## config.mk

```make
export PLATFORM = sky130hd
export DESIGN_NAME = clock_ratio_time_converter_flat
export DESIGN_NICKNAME = d
export VERILOG_FILES = /design/src/crtc_pkg.sv /design/src/crtc_if.sv /design/src/crtc_alu.sv /design/src/clock_ratio_time_converter.sv /design/src/flat_wrapper.sv
export SDC_FILE = /design/constraint.sdc
export NUM_CORES = 2
export LEC_CHECK = 0
export BUFFER_PORTS_ARGS = -buffer_cell sky130_fd_sc_hd__buf_2
export CORE_UTILIZATION = 48
export CTS_BUF_LIST = sky130_fd_sc_hd__clkbuf_8
export DETAILED_ROUTE_END_ITERATION = 12
export SLEW_MARGIN = 10
export SYNTH_ARGS = -nofsm -noshare
export SYNTH_HDL_FRONTEND = slang
export SYNTH_HIERARCHICAL = 1
export SYNTH_SLANG_ARGS = --single-unit
```

## constraint.sdc

```tcl
create_clock -name clk -period 13.2 [get_ports clk]
set_input_delay 1.98 -clock clk [delete_from_list [all_inputs] [get_ports clk]]
set_output_delay 1.98 -clock clk [all_outputs]
set_load 0.01 [all_outputs]
```

## src/crtc_pkg.sv

```systemverilog
// Shared types, constants and helper functions of the clock ratio time converter.
`timescale 1ns / 1ps

package crtc_pkg;

  localparam int TICK_W     = 64;
  localparam int TIME_W_DEF = 64;
  localparam int HZ_W       = 32;
  localparam int DRAW_W     = 24;
  localparam int OP_W       = 2;
  localparam int MODE_W     = 2;
  localparam int CFG_IDX_W  = 2;
  localparam int CFG_DATA_W = 32;
  localparam int DIV_STEPS  = TICK_W;
  localparam int CNT_W      = $clog2(DIV_STEPS + 1);

  typedef logic [TICK_W-1:0] tick_t;
  typedef logic [HZ_W-1:0]   hz_t;
  typedef logic [DRAW_W-1:0] draw_t;
  typedef logic [MODE_W-1:0] mode_t;

  // operation codes of a request
  localparam logic [OP_W-1:0] OP_SYNC     = 2'd0;
  localparam logic [OP_W-1:0] OP_DEADLINE = 2'd1;
  localparam logic [OP_W-1:0] OP_RESTART  = 2'd2;

  // register indexes of the configuration port
  localparam logic [CFG_IDX_W-1:0] CFG_CPU_HZ = 2'd0;
  localparam logic [CFG_IDX_W-1:0] CFG_MODE   = 2'd1;
  localparam logic [CFG_IDX_W-1:0] CFG_ACCESS = 2'd2;

  // monitor modes
  localparam mode_t MODE_640 = 2'd0;
  localparam mode_t MODE_800 = 2'd1;

  localparam hz_t   CPU_HZ_RST = 32'd2000000;
  localparam mode_t MODE_RST   = 2'd2;
  localparam logic  ACCESS_RST = 1'b0;

  localparam int unsigned PCLK_640        = 25175000;
  localparam int unsigned PCLK_800        = 40000000;
  localparam int unsigned PCLK_1024       = 65000000;
  localparam int unsigned DIV_INTERLEAVED = 4;
  localparam int unsigned DIV_SINGLE      = 8;

  localparam draw_t DRAW_640_S  = DRAW_W'(PCLK_640 / DIV_SINGLE);
  localparam draw_t DRAW_640_I  = DRAW_W'(PCLK_640 / DIV_INTERLEAVED);
  localparam draw_t DRAW_800_S  = DRAW_W'(PCLK_800 / DIV_SINGLE);
  localparam draw_t DRAW_800_I  = DRAW_W'(PCLK_800 / DIV_INTERLEAVED);
  localparam draw_t DRAW_1024_S = DRAW_W'(PCLK_1024 / DIV_SINGLE);
  localparam draw_t DRAW_1024_I = DRAW_W'(PCLK_1024 / DIV_INTERLEAVED);

  typedef enum logic {
    ALU_DIV,
    ALU_MUL
  } alu_op_t;

  typedef struct packed {
    logic    start;
    alu_op_t op;
    tick_t   a;
    hz_t     b;
  } alu_req_t;

  typedef struct packed {
    logic  done;
    tick_t res;
    hz_t   rem;
  } alu_rsp_t;

  // drawing clock rate for a monitor mode and access mode
  function automatic draw_t draw_hz(mode_t mode, logic access);
    draw_t f;
    priority if (mode == MODE_640) begin
      f = access ? DRAW_640_I : DRAW_640_S;
    end else if (mode == MODE_800) begin
      f = access ? DRAW_800_I : DRAW_800_S;
    end else begin
      f = access ? DRAW_1024_I : DRAW_1024_S;
    end
    return f;
  endfunction

  // a rate of zero counts as one hertz
  function automatic hz_t eff_hz(hz_t hz);
    return (hz == '0) ? hz_t'(1) : hz;
  endfunction

endpackage

```

## src/crtc_if.sv

```systemverilog
// Valid/ready channel interfaces for requests, results and register writes.
`timescale 1ns / 1ps

interface crtc_in_if;
  import crtc_pkg::*;
  logic              valid;
  logic              ready;
  logic [OP_W-1:0]   operation;
  logic [TICK_W-1:0] now;
  logic              busy_req;
  logic [TICK_W-1:0] busy_until;
  modport source (output valid, operation, now, busy_req, busy_until, input ready);
  modport sink   (input valid, operation, now, busy_req, busy_until, output ready);
endinterface

interface crtc_out_if;
  import crtc_pkg::*;
  logic              valid;
  logic              ready;
  logic [TICK_W-1:0] tick_count;
  logic [TICK_W-1:0] deadline;
  logic              deadline_valid;
  modport source (output valid, tick_count, deadline, deadline_valid, input ready);
  modport sink   (input valid, tick_count, deadline, deadline_valid, output ready);
endinterface

interface crtc_cfg_if;
  import crtc_pkg::*;
  logic                  valid;
  logic                  ready;
  logic [CFG_IDX_W-1:0]  index;
  logic [CFG_DATA_W-1:0] data;
  modport source (output valid, index, data, input ready);
  modport sink   (input valid, index, data, output ready);
endinterface

```

## src/crtc_alu.sv

```systemverilog
// Shared iterative unit: restoring divide 64/32 and shift-add multiply 64x32 mod 2^64.
`timescale 1ns / 1ps

module crtc_alu (
  input  logic                clk,
  input  logic                rst_n,
  input  crtc_pkg::alu_req_t  req,
  output crtc_pkg::alu_rsp_t  rsp
);
  import crtc_pkg::*;

  logic             busy_r, busy_nxt;
  logic             done_r, done_nxt;
  alu_op_t          op_r, op_nxt;
  tick_t            a_r, a_nxt;
  hz_t              b_r, b_nxt;
  tick_t            acc_r, acc_nxt;
  hz_t              rem_r, rem_nxt;
  logic [CNT_W-1:0] cnt_r, cnt_nxt;

  logic [HZ_W:0]   rs;
  logic [HZ_W+1:0] diff;
  logic            ge;
  hz_t             b_shr;

  always_comb begin
    rs    = {rem_r, a_r[TICK_W-1]};
    diff  = {1'b0, rs} - {2'b00, b_r};
    ge    = ~diff[HZ_W+1];
    b_shr = {1'b0, b_r[HZ_W-1:1]};

    busy_nxt = busy_r;
    done_nxt = 1'b0;
    op_nxt   = op_r;
    a_nxt    = a_r;
    b_nxt    = b_r;
    acc_nxt  = acc_r;
    rem_nxt  = rem_r;
    cnt_nxt  = cnt_r;

    if (req.start) begin
      busy_nxt = 1'b1;
      op_nxt   = req.op;
      a_nxt    = req.a;
      b_nxt    = req.b;
      acc_nxt  = '0;
      rem_nxt  = '0;
      cnt_nxt  = CNT_W'(DIV_STEPS);
    end else if (busy_r) begin
      unique case (op_r)
        ALU_DIV: begin
          // shift one dividend bit into the partial remainder, subtract if it fits
          rem_nxt = ge ? diff[HZ_W-1:0] : rs[HZ_W-1:0];
          a_nxt   = {a_r[TICK_W-2:0], ge};
          cnt_nxt = cnt_r - 1'b1;
          if (cnt_r == CNT_W'(1)) begin
            busy_nxt = 1'b0;
            done_nxt = 1'b1;
          end
        end
        ALU_MUL: begin
          if (b_r[0]) begin
            acc_nxt = acc_r + a_r;
          end
          a_nxt = {a_r[TICK_W-2:0], 1'b0};
          b_nxt = b_shr;
          // stop once no multiplier bits are left
          if (b_shr == '0) begin
            busy_nxt = 1'b0;
            done_nxt = 1'b1;
          end
        end
      endcase
    end
  end

  always_ff @(posedge clk) begin
    if (!rst_n) begin
      busy_r <= 1'b0;
      done_r <= 1'b0;
    end else begin
      busy_r <= busy_nxt;
      done_r <= done_nxt;
    end
  end

  always_ff @(posedge clk) begin
    op_r  <= op_nxt;
    a_r   <= a_nxt;
    b_r   <= b_nxt;
    acc_r <= acc_nxt;
    rem_r <= rem_nxt;
    cnt_r <= cnt_nxt;
  end

  assign rsp.done = done_r;
  assign rsp.res  = (op_r == ALU_DIV) ? a_r : acc_r;
  assign rsp.rem  = rem_r;

endmodule

```

## src/clock_ratio_time_converter.sv

```systemverilog
// Top level of the clock ratio time converter: sequencer, time state and channel ports.
`timescale 1ns / 1ps

// Converts CPU time in T-states into an exact count of drawing-clock ticks, carrying the
// division remainder between requests so no tick is lost. The drawing rate is the pixel
// clock of the selected monitor mode divided by 8 (single access) or 4 (interleaved).
// Requests: sync advances the count to "now", deadline returns the earliest CPU time at
// which the count reaches busy_until (at least now + 1) if busy_req is set and no deadline
// otherwise, restart clears the count at "now". Every request yields exactly one result.
// The block works on one request at a time through a single shared divide/multiply unit
// stepping one bit per cycle: a sync that moves time forward runs a divide, two multiplies
// and a second divide; a busy deadline that still has ticks to wait runs a multiply and a
// divide; every other request uses no unit. The result register lets the next request be
// taken while a result still waits for out_ch.ready. Issue a sync before writing cpu_hz,
// mode_index or access_mode, and write registers only while idle.
module clock_ratio_time_converter #(
  parameter int unsigned TIME_WIDTH = crtc_pkg::TIME_W_DEF
) (
  input logic        clk,
  input logic        rst_n,
  crtc_in_if.sink    in_ch,
  crtc_out_if.source out_ch,
  crtc_cfg_if.sink   cfg_ch
);
  import crtc_pkg::*;

  typedef logic [TIME_WIDTH-1:0] time_t;

  typedef enum logic [9:0] {
    ST_IDLE    = 10'b00_0000_0001,
    ST_SY_DIV  = 10'b00_0000_0010,
    ST_SY_MULQ = 10'b00_0000_0100,
    ST_SY_MULR = 10'b00_0000_1000,
    ST_SY_REM  = 10'b00_0001_0000,
    ST_DL_MUL  = 10'b00_0010_0000,
    ST_DL_ADJ  = 10'b00_0100_0000,
    ST_DL_DIV  = 10'b00_1000_0000,
    ST_DL_FIN  = 10'b01_0000_0000,
    ST_PUT     = 10'b10_0000_0000
  } state_t;

  state_t state_r, state_nxt;

  // configuration registers
  hz_t   cpu_hz_r, cpu_hz_nxt;
  mode_t mode_r, mode_nxt;
  logic  access_r, access_nxt;

  // time state
  time_t last_r, last_nxt;
  tick_t total_r, total_nxt;
  hz_t   trem_r, trem_nxt;

  // working registers of the current request
  time_t pend_t_r, pend_t_nxt;
  tick_t scr_r, scr_nxt;
  time_t res_dl_r, res_dl_nxt;
  logic  res_dv_r, res_dv_nxt;

  // result register
  logic  out_valid_r, out_valid_nxt;
  tick_t out_tick_r, out_tick_nxt;
  time_t out_dl_r, out_dl_nxt;
  logic  out_dv_r, out_dv_nxt;

  alu_req_t alu_req;
  alu_rsp_t alu_rsp;

  hz_t   hz;
  draw_t f;
  draw_t f_m1;
  time_t t_in;
  time_t dt;
  time_t when;
  logic  in_acc;

  crtc_alu u_alu (
    .clk   (clk),
    .rst_n (rst_n),
    .req   (alu_req),
    .rsp   (alu_rsp)
  );

  assign in_ch.ready  = (state_r == ST_IDLE);
  assign cfg_ch.ready = 1'b1;

  always_comb begin
    hz     = eff_hz(cpu_hz_r);
    f      = draw_hz(mode_r, access_r);
    f_m1   = f - 1'b1;
    t_in   = in_ch.now[TIME_WIDTH-1:0];
    dt     = t_in - last_r;
    when   = last_r + scr_r[TIME_WIDTH-1:0];
    in_acc = in_ch.valid && (state_r == ST_IDLE);

    state_nxt     = state_r;
    cpu_hz_nxt    = cpu_hz_r;
    mode_nxt      = mode_r;
    access_nxt    = access_r;
    last_nxt      = last_r;
    total_nxt     = total_r;
    trem_nxt      = trem_r;
    pend_t_nxt    = pend_t_r;
    scr_nxt       = scr_r;
    res_dl_nxt    = res_dl_r;
    res_dv_nxt    = res_dv_r;
    out_valid_nxt = out_valid_r;
    out_tick_nxt  = out_tick_r;
    out_dl_nxt    = out_dl_r;
    out_dv_nxt    = out_dv_r;
    alu_req       = '{start: 1'b0, op: ALU_DIV, a: '0, b: '0};

    // register writes; indexes past the list are dropped
    if (cfg_ch.valid) begin
      unique case (cfg_ch.index)
        CFG_CPU_HZ: cpu_hz_nxt = cfg_ch.data[HZ_W-1:0];
        CFG_MODE:   mode_nxt   = cfg_ch.data[MODE_W-1:0];
        CFG_ACCESS: access_nxt = cfg_ch.data[0];
        default:    ;
      endcase
    end

    // the result leaves when taken
    if (out_valid_r && out_ch.ready) begin
      out_valid_nxt = 1'b0;
    end

    unique case (state_r)
      ST_IDLE: begin
        if (in_acc) begin
          pend_t_nxt = t_in;
          res_dl_nxt = '0;
          res_dv_nxt = 1'b0;
          unique case (in_ch.operation)
            OP_SYNC: begin
              if (t_in > last_r) begin
                // whole seconds and leftover T-states of the elapsed time
                alu_req   = '{start: 1'b1, op: ALU_DIV, a: tick_t'(dt), b: hz};
                state_nxt = ST_SY_DIV;
              end else begin
                // time stood still or went back: no ticks, just follow now
                last_nxt  = t_in;
                state_nxt = ST_PUT;
              end
            end
            OP_DEADLINE: begin
              if (in_ch.busy_req) begin
                res_dv_nxt = 1'b1;
                if (in_ch.busy_until > total_r) begin
                  alu_req   = '{start: 1'b1, op: ALU_MUL,
                                a: in_ch.busy_until - total_r, b: hz};
                  state_nxt = ST_DL_MUL;
                end else begin
                  scr_nxt   = '0;
                  state_nxt = ST_DL_FIN;
                end
              end else begin
                state_nxt = ST_PUT;
              end
            end
            OP_RESTART: begin
              last_nxt  = t_in;
              total_nxt = '0;
              trem_nxt  = '0;
              state_nxt = ST_PUT;
            end
            default: begin
              // unused code: report the count, change nothing
              state_nxt = ST_PUT;
            end
          endcase
        end
      end

      ST_SY_DIV: begin
        if (alu_rsp.done) begin
          scr_nxt   = tick_t'(alu_rsp.rem);
          alu_req   = '{start: 1'b1, op: ALU_MUL, a: alu_rsp.res, b: hz_t'(f)};
          state_nxt = ST_SY_MULQ;
        end
      end

      ST_SY_MULQ: begin
        if (alu_rsp.done) begin
          // ticks of the whole seconds, wrapping mod 2^64
          total_nxt = total_r + alu_rsp.res;
          alu_req   = '{start: 1'b1, op: ALU_MUL, a: scr_r, b: hz_t'(f)};
          state_nxt = ST_SY_MULR;
        end
      end

      ST_SY_MULR: begin
        if (alu_rsp.done) begin
          // fold the carried remainder into the leftover ticks
          alu_req   = '{start: 1'b1, op: ALU_DIV,
                        a: alu_rsp.res + tick_t'(trem_r), b: hz};
          state_nxt = ST_SY_REM;
        end
      end

      ST_SY_REM: begin
        if (alu_rsp.done) begin
          total_nxt = total_r + alu_rsp.res;
          trem_nxt  = alu_rsp.rem;
          last_nxt  = pend_t_r;
          state_nxt = ST_PUT;
        end
      end

      ST_DL_MUL: begin
        if (alu_rsp.done) begin
          // T-states still owed, less the carried remainder
          scr_nxt   = alu_rsp.res - tick_t'(trem_r);
          state_nxt = ST_DL_ADJ;
        end
      end

      ST_DL_ADJ: begin
        // round the division up
        alu_req   = '{start: 1'b1, op: ALU_DIV, a: scr_r + tick_t'(f_m1), b: hz_t'(f)};
        state_nxt = ST_DL_DIV;
      end

      ST_DL_DIV: begin
        if (alu_rsp.done) begin
          scr_nxt   = alu_rsp.res;
          state_nxt = ST_DL_FIN;
        end
      end

      ST_DL_FIN: begin
        // a deadline not after now becomes now plus one
        if (when <= pend_t_r) begin
          res_dl_nxt = pend_t_r + 1'b1;
        end else begin
          res_dl_nxt = when;
        end
        state_nxt = ST_PUT;
      end

      ST_PUT: begin
        // hold until the result register is free
        if (!out_valid_r || out_ch.ready) begin
          out_valid_nxt = 1'b1;
          out_tick_nxt  = total_r;
          out_dl_nxt    = res_dl_r;
          out_dv_nxt    = res_dv_r;
          state_nxt     = ST_IDLE;
        end
      end

      default: begin
        state_nxt = ST_IDLE;
      end
    endcase
  end

  always_ff @(posedge clk) begin
    if (!rst_n) begin
      state_r     <= ST_IDLE;
      cpu_hz_r    <= CPU_HZ_RST;
      mode_r      <= MODE_RST;
      access_r    <= ACCESS_RST;
      last_r      <= '0;
      total_r     <= '0;
      trem_r      <= '0;
      out_valid_r <= 1'b0;
    end else begin
      state_r     <= state_nxt;
      cpu_hz_r    <= cpu_hz_nxt;
      mode_r      <= mode_nxt;
      access_r    <= access_nxt;
      last_r      <= last_nxt;
      total_r     <= total_nxt;
      trem_r      <= trem_nxt;
      out_valid_r <= out_valid_nxt;
    end
  end

  always_ff @(posedge clk) begin
    pend_t_r   <= pend_t_nxt;
    scr_r      <= scr_nxt;
    res_dl_r   <= res_dl_nxt;
    res_dv_r   <= res_dv_nxt;
    out_tick_r <= out_tick_nxt;
    out_dl_r   <= out_dl_nxt;
    out_dv_r   <= out_dv_nxt;
  end

  assign out_ch.valid          = out_valid_r;
  assign out_ch.tick_count     = out_tick_r;
  assign out_ch.deadline       = tick_t'(out_dl_r);
  assign out_ch.deadline_valid = out_dv_r;

endmodule

```

## src/flat_wrapper.sv

```systemverilog
// flat-port wrapper written by rule: the top's interface ports become plain ports
module clock_ratio_time_converter_flat import crtc_pkg::*;
#(
  parameter int unsigned TIME_WIDTH = crtc_pkg::TIME_W_DEF
)
  (clk, rst_n, in_ch_valid, in_ch_operation, in_ch_now, in_ch_busy_req, in_ch_busy_until, in_ch_ready, out_ch_valid, out_ch_tick_count, out_ch_deadline, out_ch_deadline_valid, out_ch_ready, cfg_ch_valid, cfg_ch_index, cfg_ch_data, cfg_ch_ready);
  crtc_in_if in_ch_i ();
  crtc_out_if out_ch_i ();
  crtc_cfg_if cfg_ch_i ();
  input logic clk;
  input logic rst_n;
  input wire logic [$bits(in_ch_i.valid)-1:0] in_ch_valid;
  input wire logic [$bits(in_ch_i.operation)-1:0] in_ch_operation;
  input wire logic [$bits(in_ch_i.now)-1:0] in_ch_now;
  input wire logic [$bits(in_ch_i.busy_req)-1:0] in_ch_busy_req;
  input wire logic [$bits(in_ch_i.busy_until)-1:0] in_ch_busy_until;
  output wire logic [$bits(in_ch_i.ready)-1:0] in_ch_ready;
  output wire logic [$bits(out_ch_i.valid)-1:0] out_ch_valid;
  output wire logic [$bits(out_ch_i.tick_count)-1:0] out_ch_tick_count;
  output wire logic [$bits(out_ch_i.deadline)-1:0] out_ch_deadline;
  output wire logic [$bits(out_ch_i.deadline_valid)-1:0] out_ch_deadline_valid;
  input wire logic [$bits(out_ch_i.ready)-1:0] out_ch_ready;
  input wire logic [$bits(cfg_ch_i.valid)-1:0] cfg_ch_valid;
  input wire logic [$bits(cfg_ch_i.index)-1:0] cfg_ch_index;
  input wire logic [$bits(cfg_ch_i.data)-1:0] cfg_ch_data;
  output wire logic [$bits(cfg_ch_i.ready)-1:0] cfg_ch_ready;
  assign in_ch_i.valid = in_ch_valid;
  assign in_ch_i.operation = in_ch_operation;
  assign in_ch_i.now = in_ch_now;
  assign in_ch_i.busy_req = in_ch_busy_req;
  assign in_ch_i.busy_until = in_ch_busy_until;
  assign in_ch_ready = in_ch_i.ready;
  assign out_ch_valid = out_ch_i.valid;
  assign out_ch_tick_count = out_ch_i.tick_count;
  assign out_ch_deadline = out_ch_i.deadline;
  assign out_ch_deadline_valid = out_ch_i.deadline_valid;
  assign out_ch_i.ready = out_ch_ready;
  assign cfg_ch_i.valid = cfg_ch_valid;
  assign cfg_ch_i.index = cfg_ch_index;
  assign cfg_ch_i.data = cfg_ch_data;
  assign cfg_ch_ready = cfg_ch_i.ready;
  clock_ratio_time_converter #(.TIME_WIDTH(TIME_WIDTH)) u_core (.clk(clk), .rst_n(rst_n), .in_ch(in_ch_i), .out_ch(out_ch_i), .cfg_ch(cfg_ch_i));
endmodule
```

==> flow_summary.json <==
{
  "grt.busiest_layer": "met2",
  "via_per_inst": 6.45,
  "wl_um": 249000,
  "cts_tree": "yes",
  "grt_pass1_wl_um": 363000,
  "gp_congestion": 1.04,
  "final_cell_count_no_fill": 9327,
  "post-cts-setup-buffer-count": 0,
  "die_h_um": 361,
  "cp_num_buf_inv": 5,
  "synth_edf_count": 419,
  "clock_latency_ns": 0.88,
  "synth_cell_type_count": 116,
  "grt_max_degree": 156,
  "syn_area_per_cell_sq_um": 8.35,
  "cpLargestDelayFamily": "compound AO/OA/AOI/OAI gates",
  "syn2layout_area_growth_pct": 9.16,
  "synth_largest_area_cell": "edfxtp_1",
  "drt_iter0_drc": 7297,
  "use_met1_pct": 52.2,
  "synth_most_common_cell": "nand2_1",
  "setup_ws_ns": 5.31,
  "dpl-instance-area_sq_um": 64600,
  "power_density_nw_per_um2": 168,
  "hold_class": "flop to flop",
  "hold_buffers": 0,
  "ys_seq_area_share_pct": 30.4,
  "cts_buffers": 147,
  "hold_viol": 0,
  "async_reset_ff_share_pct": 0,
  "slew-limit-headroom_pct": 21.4,
  "grt_pass1_vias": 56165,
  "num_vias": 60164,
  "ctsRootBufferMaster": "clkbuf_8",
  "io_buffer_count": 300,
  "synth_nets": 8112,
  "nets": 8229,
  "grt_use_met2_pct": 53.1,
  "use_met3_pct": 9.12,
  "grt_usage_pct": 36.8,
  "min_period_ns": 7.89,
  "clkTransAtPathRegs_ns": 0.06,
  "peakVddDrop_uv": 134,
  "io_pins": 302,
  "fmaxAchievable_mhz": 127,
  "ant_nets": 0,
  "critPathKind": "input pin to flop",
  "startpoint_type": "input pin",
  "rows": 131,
  "cts.sinks": 730,
  "power_leakage_nw": 27.6,
  "setup_viol": 0,
  "period_share_pct": 59.8,
  "yosysTopAreaCellShare_pct": 20.3,
  "synth_area_leaders": "edfxtp_1 20%, ha_1 10%, dfxtp_1 10%",
  "die_w_um": 361,
  "firstDrtPassIters": 7,
  "overflow": 0,
  "postSynthCellCount": 7417,
  "crit_arrival_ns": 8.37,
  "antenna_found_initial": 12,
  "worst_slew_pin_slew_ns": 1.15,
  "drc_errors": 0,
  "setup_tns_ns": 0,
  "skew_ns": 0.0538,
  "coreArea_sq_um": 128000,
  "crit_chain": "buf_2 -> inv_1 -> ha_1 -> inv_1 -> fa_1 -> a211oi_1 -> o21bai_1 -> o21ai_0 -> a21oi_1 -> o21ai_0 -> a21oi_1 -> o21ai_1 -> a31oi_1 -> or3_4 -> buf_12 -> or2_2 -> buf_4",
  "status": "complete, no violations",
  "place_inst": 9047,
  "ctsResizeCount": 0,
  "crit_required_ns": 13.67,
  "yosysWarningCount": 6,
  "end_kind": "flop",
  "htreeDepth": 4,
  "synth_ff_type": "edfxtp_1",
  "synthesis.area_sq_um": 62000,
  "drv_cap": 0,
  "path_max_fanout": 155,
  "dp_hpwl_um": 195000,
  "post-place-ws_ns": 4.56,
  "rsz0062_at_grt": "false",
  "critPathSlowestCell": "o21ai_1",
  "drive_gt1_share_pct": 10.7,
  "ys_ff_latch": 730,
  "die_area_sq_um": 131000,
  "crit_path_max_incr_delay_ns": 0.90,
  "cts_buffer_depth": 3,
  "synth_common_cells": "758 x nand2_1, 586 x a21oi_1, 516 x ha_1",
  "wl_per_cell_um": 26.7,
  "start_util_pct": 48.5,
  "slew_viol_final": 0,
  "final_cell_area_sq_um": 67600
}
==> flip-flops by register name, indices dropped and copies added, names as in the netlist, 64 cells and up <==
name,count
u_core/u_alu/acc_r,64
u_core/u_alu/a_r,64
u_core/scr_r,64
u_core/res_dl_r,64
u_core/last_r,64
u_core/out_ch.deadline,64
u_core/total_r,64
u_core/out_ch.tick_count,64
u_core/pend_t_r,64
==> stage by stage <==
stage / hold WS [ns] / total power, mW / utilization, %
final: 0.415 / 11.4 / 52.9
after detailed placement: 0.405 / 8.72 / 50.5
after global placement: 0.401 / 8.69 / 50.5
after floorplan: 0.400 / 6.99 / -
after global routing: 0.418 / 12.0 / 52.9
after CTS: 0.414 / 11.2 / 52.9
==> final timing paths <==
kind                            cells after the start                start  slack, ns                          to
worst min-delay path                                0  u_core/res_dl_r[53]       0.42  u_core/out_ch.deadline[53]
worst max-delay path                               17  in_ch_busy_until[0]       5.31        u_core/u_alu/a_r[38]
worst max register to register                     27      u_core/scr_r[0]       5.53          u_core/res_dl_r[1]
worst min register to register                      0  u_core/res_dl_r[53]       0.42  u_core/out_ch.deadline[53]
==> power breakdown <==
group,switching [mW],internal (mW),leakage [nW],total [mW]
logic,3.73,2.00,19.4,5.73
registers,0.371,2.79,6.51,3.16
clock network,1.13,1.35,1.71,2.47
total,5.23,6.13,27.6,11.4
==> worst reg2reg max path: cells and delay by family, from the launching register on <==
kind / cells / cell delay (ns)
buffers and inverters: 2 / 0.72
AOI/OAI and AO/OA: 13 / 3.98
DFF: 1 / 0.53
adders and majority gates: 3 / 0.82
and+or+nand+nor: 9 / 1.34
==> cells by family (layout without fill, tap and decap cells) <==
family,after synthesis,in the layout,synth area share (%)
flip-flops,730,730,30.4
multiplexers,155,155,2.76
adder cells (fa/ha/maj),525,525,10.7
AND/OR/NAND/NOR,2235,2235,17.5
AO/OA/AOI/OAI,2444,2444,26.5
other,1,10,0.00605
XOR/XNOR,491,491,6.94
buffers and inverters,836,1075,5.25
==> placed cells by master (no fill, tap or decap), drive strengths merged, types with 49 or more instances in the layout <==
master and count:
ha 516, nor2 458, o21bai 100, a211oi 128, nand4 151, edfxtp 419, dfxtp 311, nor4 49
a21o 237, and2 53, o211a 70, a22oi 107, o21ai 463, a31oi 68, inv 485, nand2b 61
nor2b 116, a22o 65, o21a 70, o211ai 127, xor2 150, or3 49, clkbuf 172, nand3 193
nand2 760, buf 366, and3 57, a21oi 586, nor3 149, o31ai 51, mux2 129, xnor2 341
a21boi 84
==> per-layer routing <==
metal,share of wire [%],vias up
li1,-,27735
met1,44,28975
met2,41,3011
met3,11,439
met4,4.0,4
met5,0.032,-
==> area by class of cell <==
| class | instances | area, sq um |
|---|---|---|
| Timing Repair Buffer | 366 | 2010 |
| Inverter | 438 | 1640 |
| Tap cell | 1662 | 2080 |
| Sequential cell | 730 | 18800 |
| Fill cell | 12300 | 60200 |
| Clock inverter | 99 | 658 |
| Multi-Input combinational cell | 5851 | 40000 |
| Antenna cell | 9 | 22.5 |
| Clock buffer | 172 | 2370 |
(Power assumes the default switching activity.)
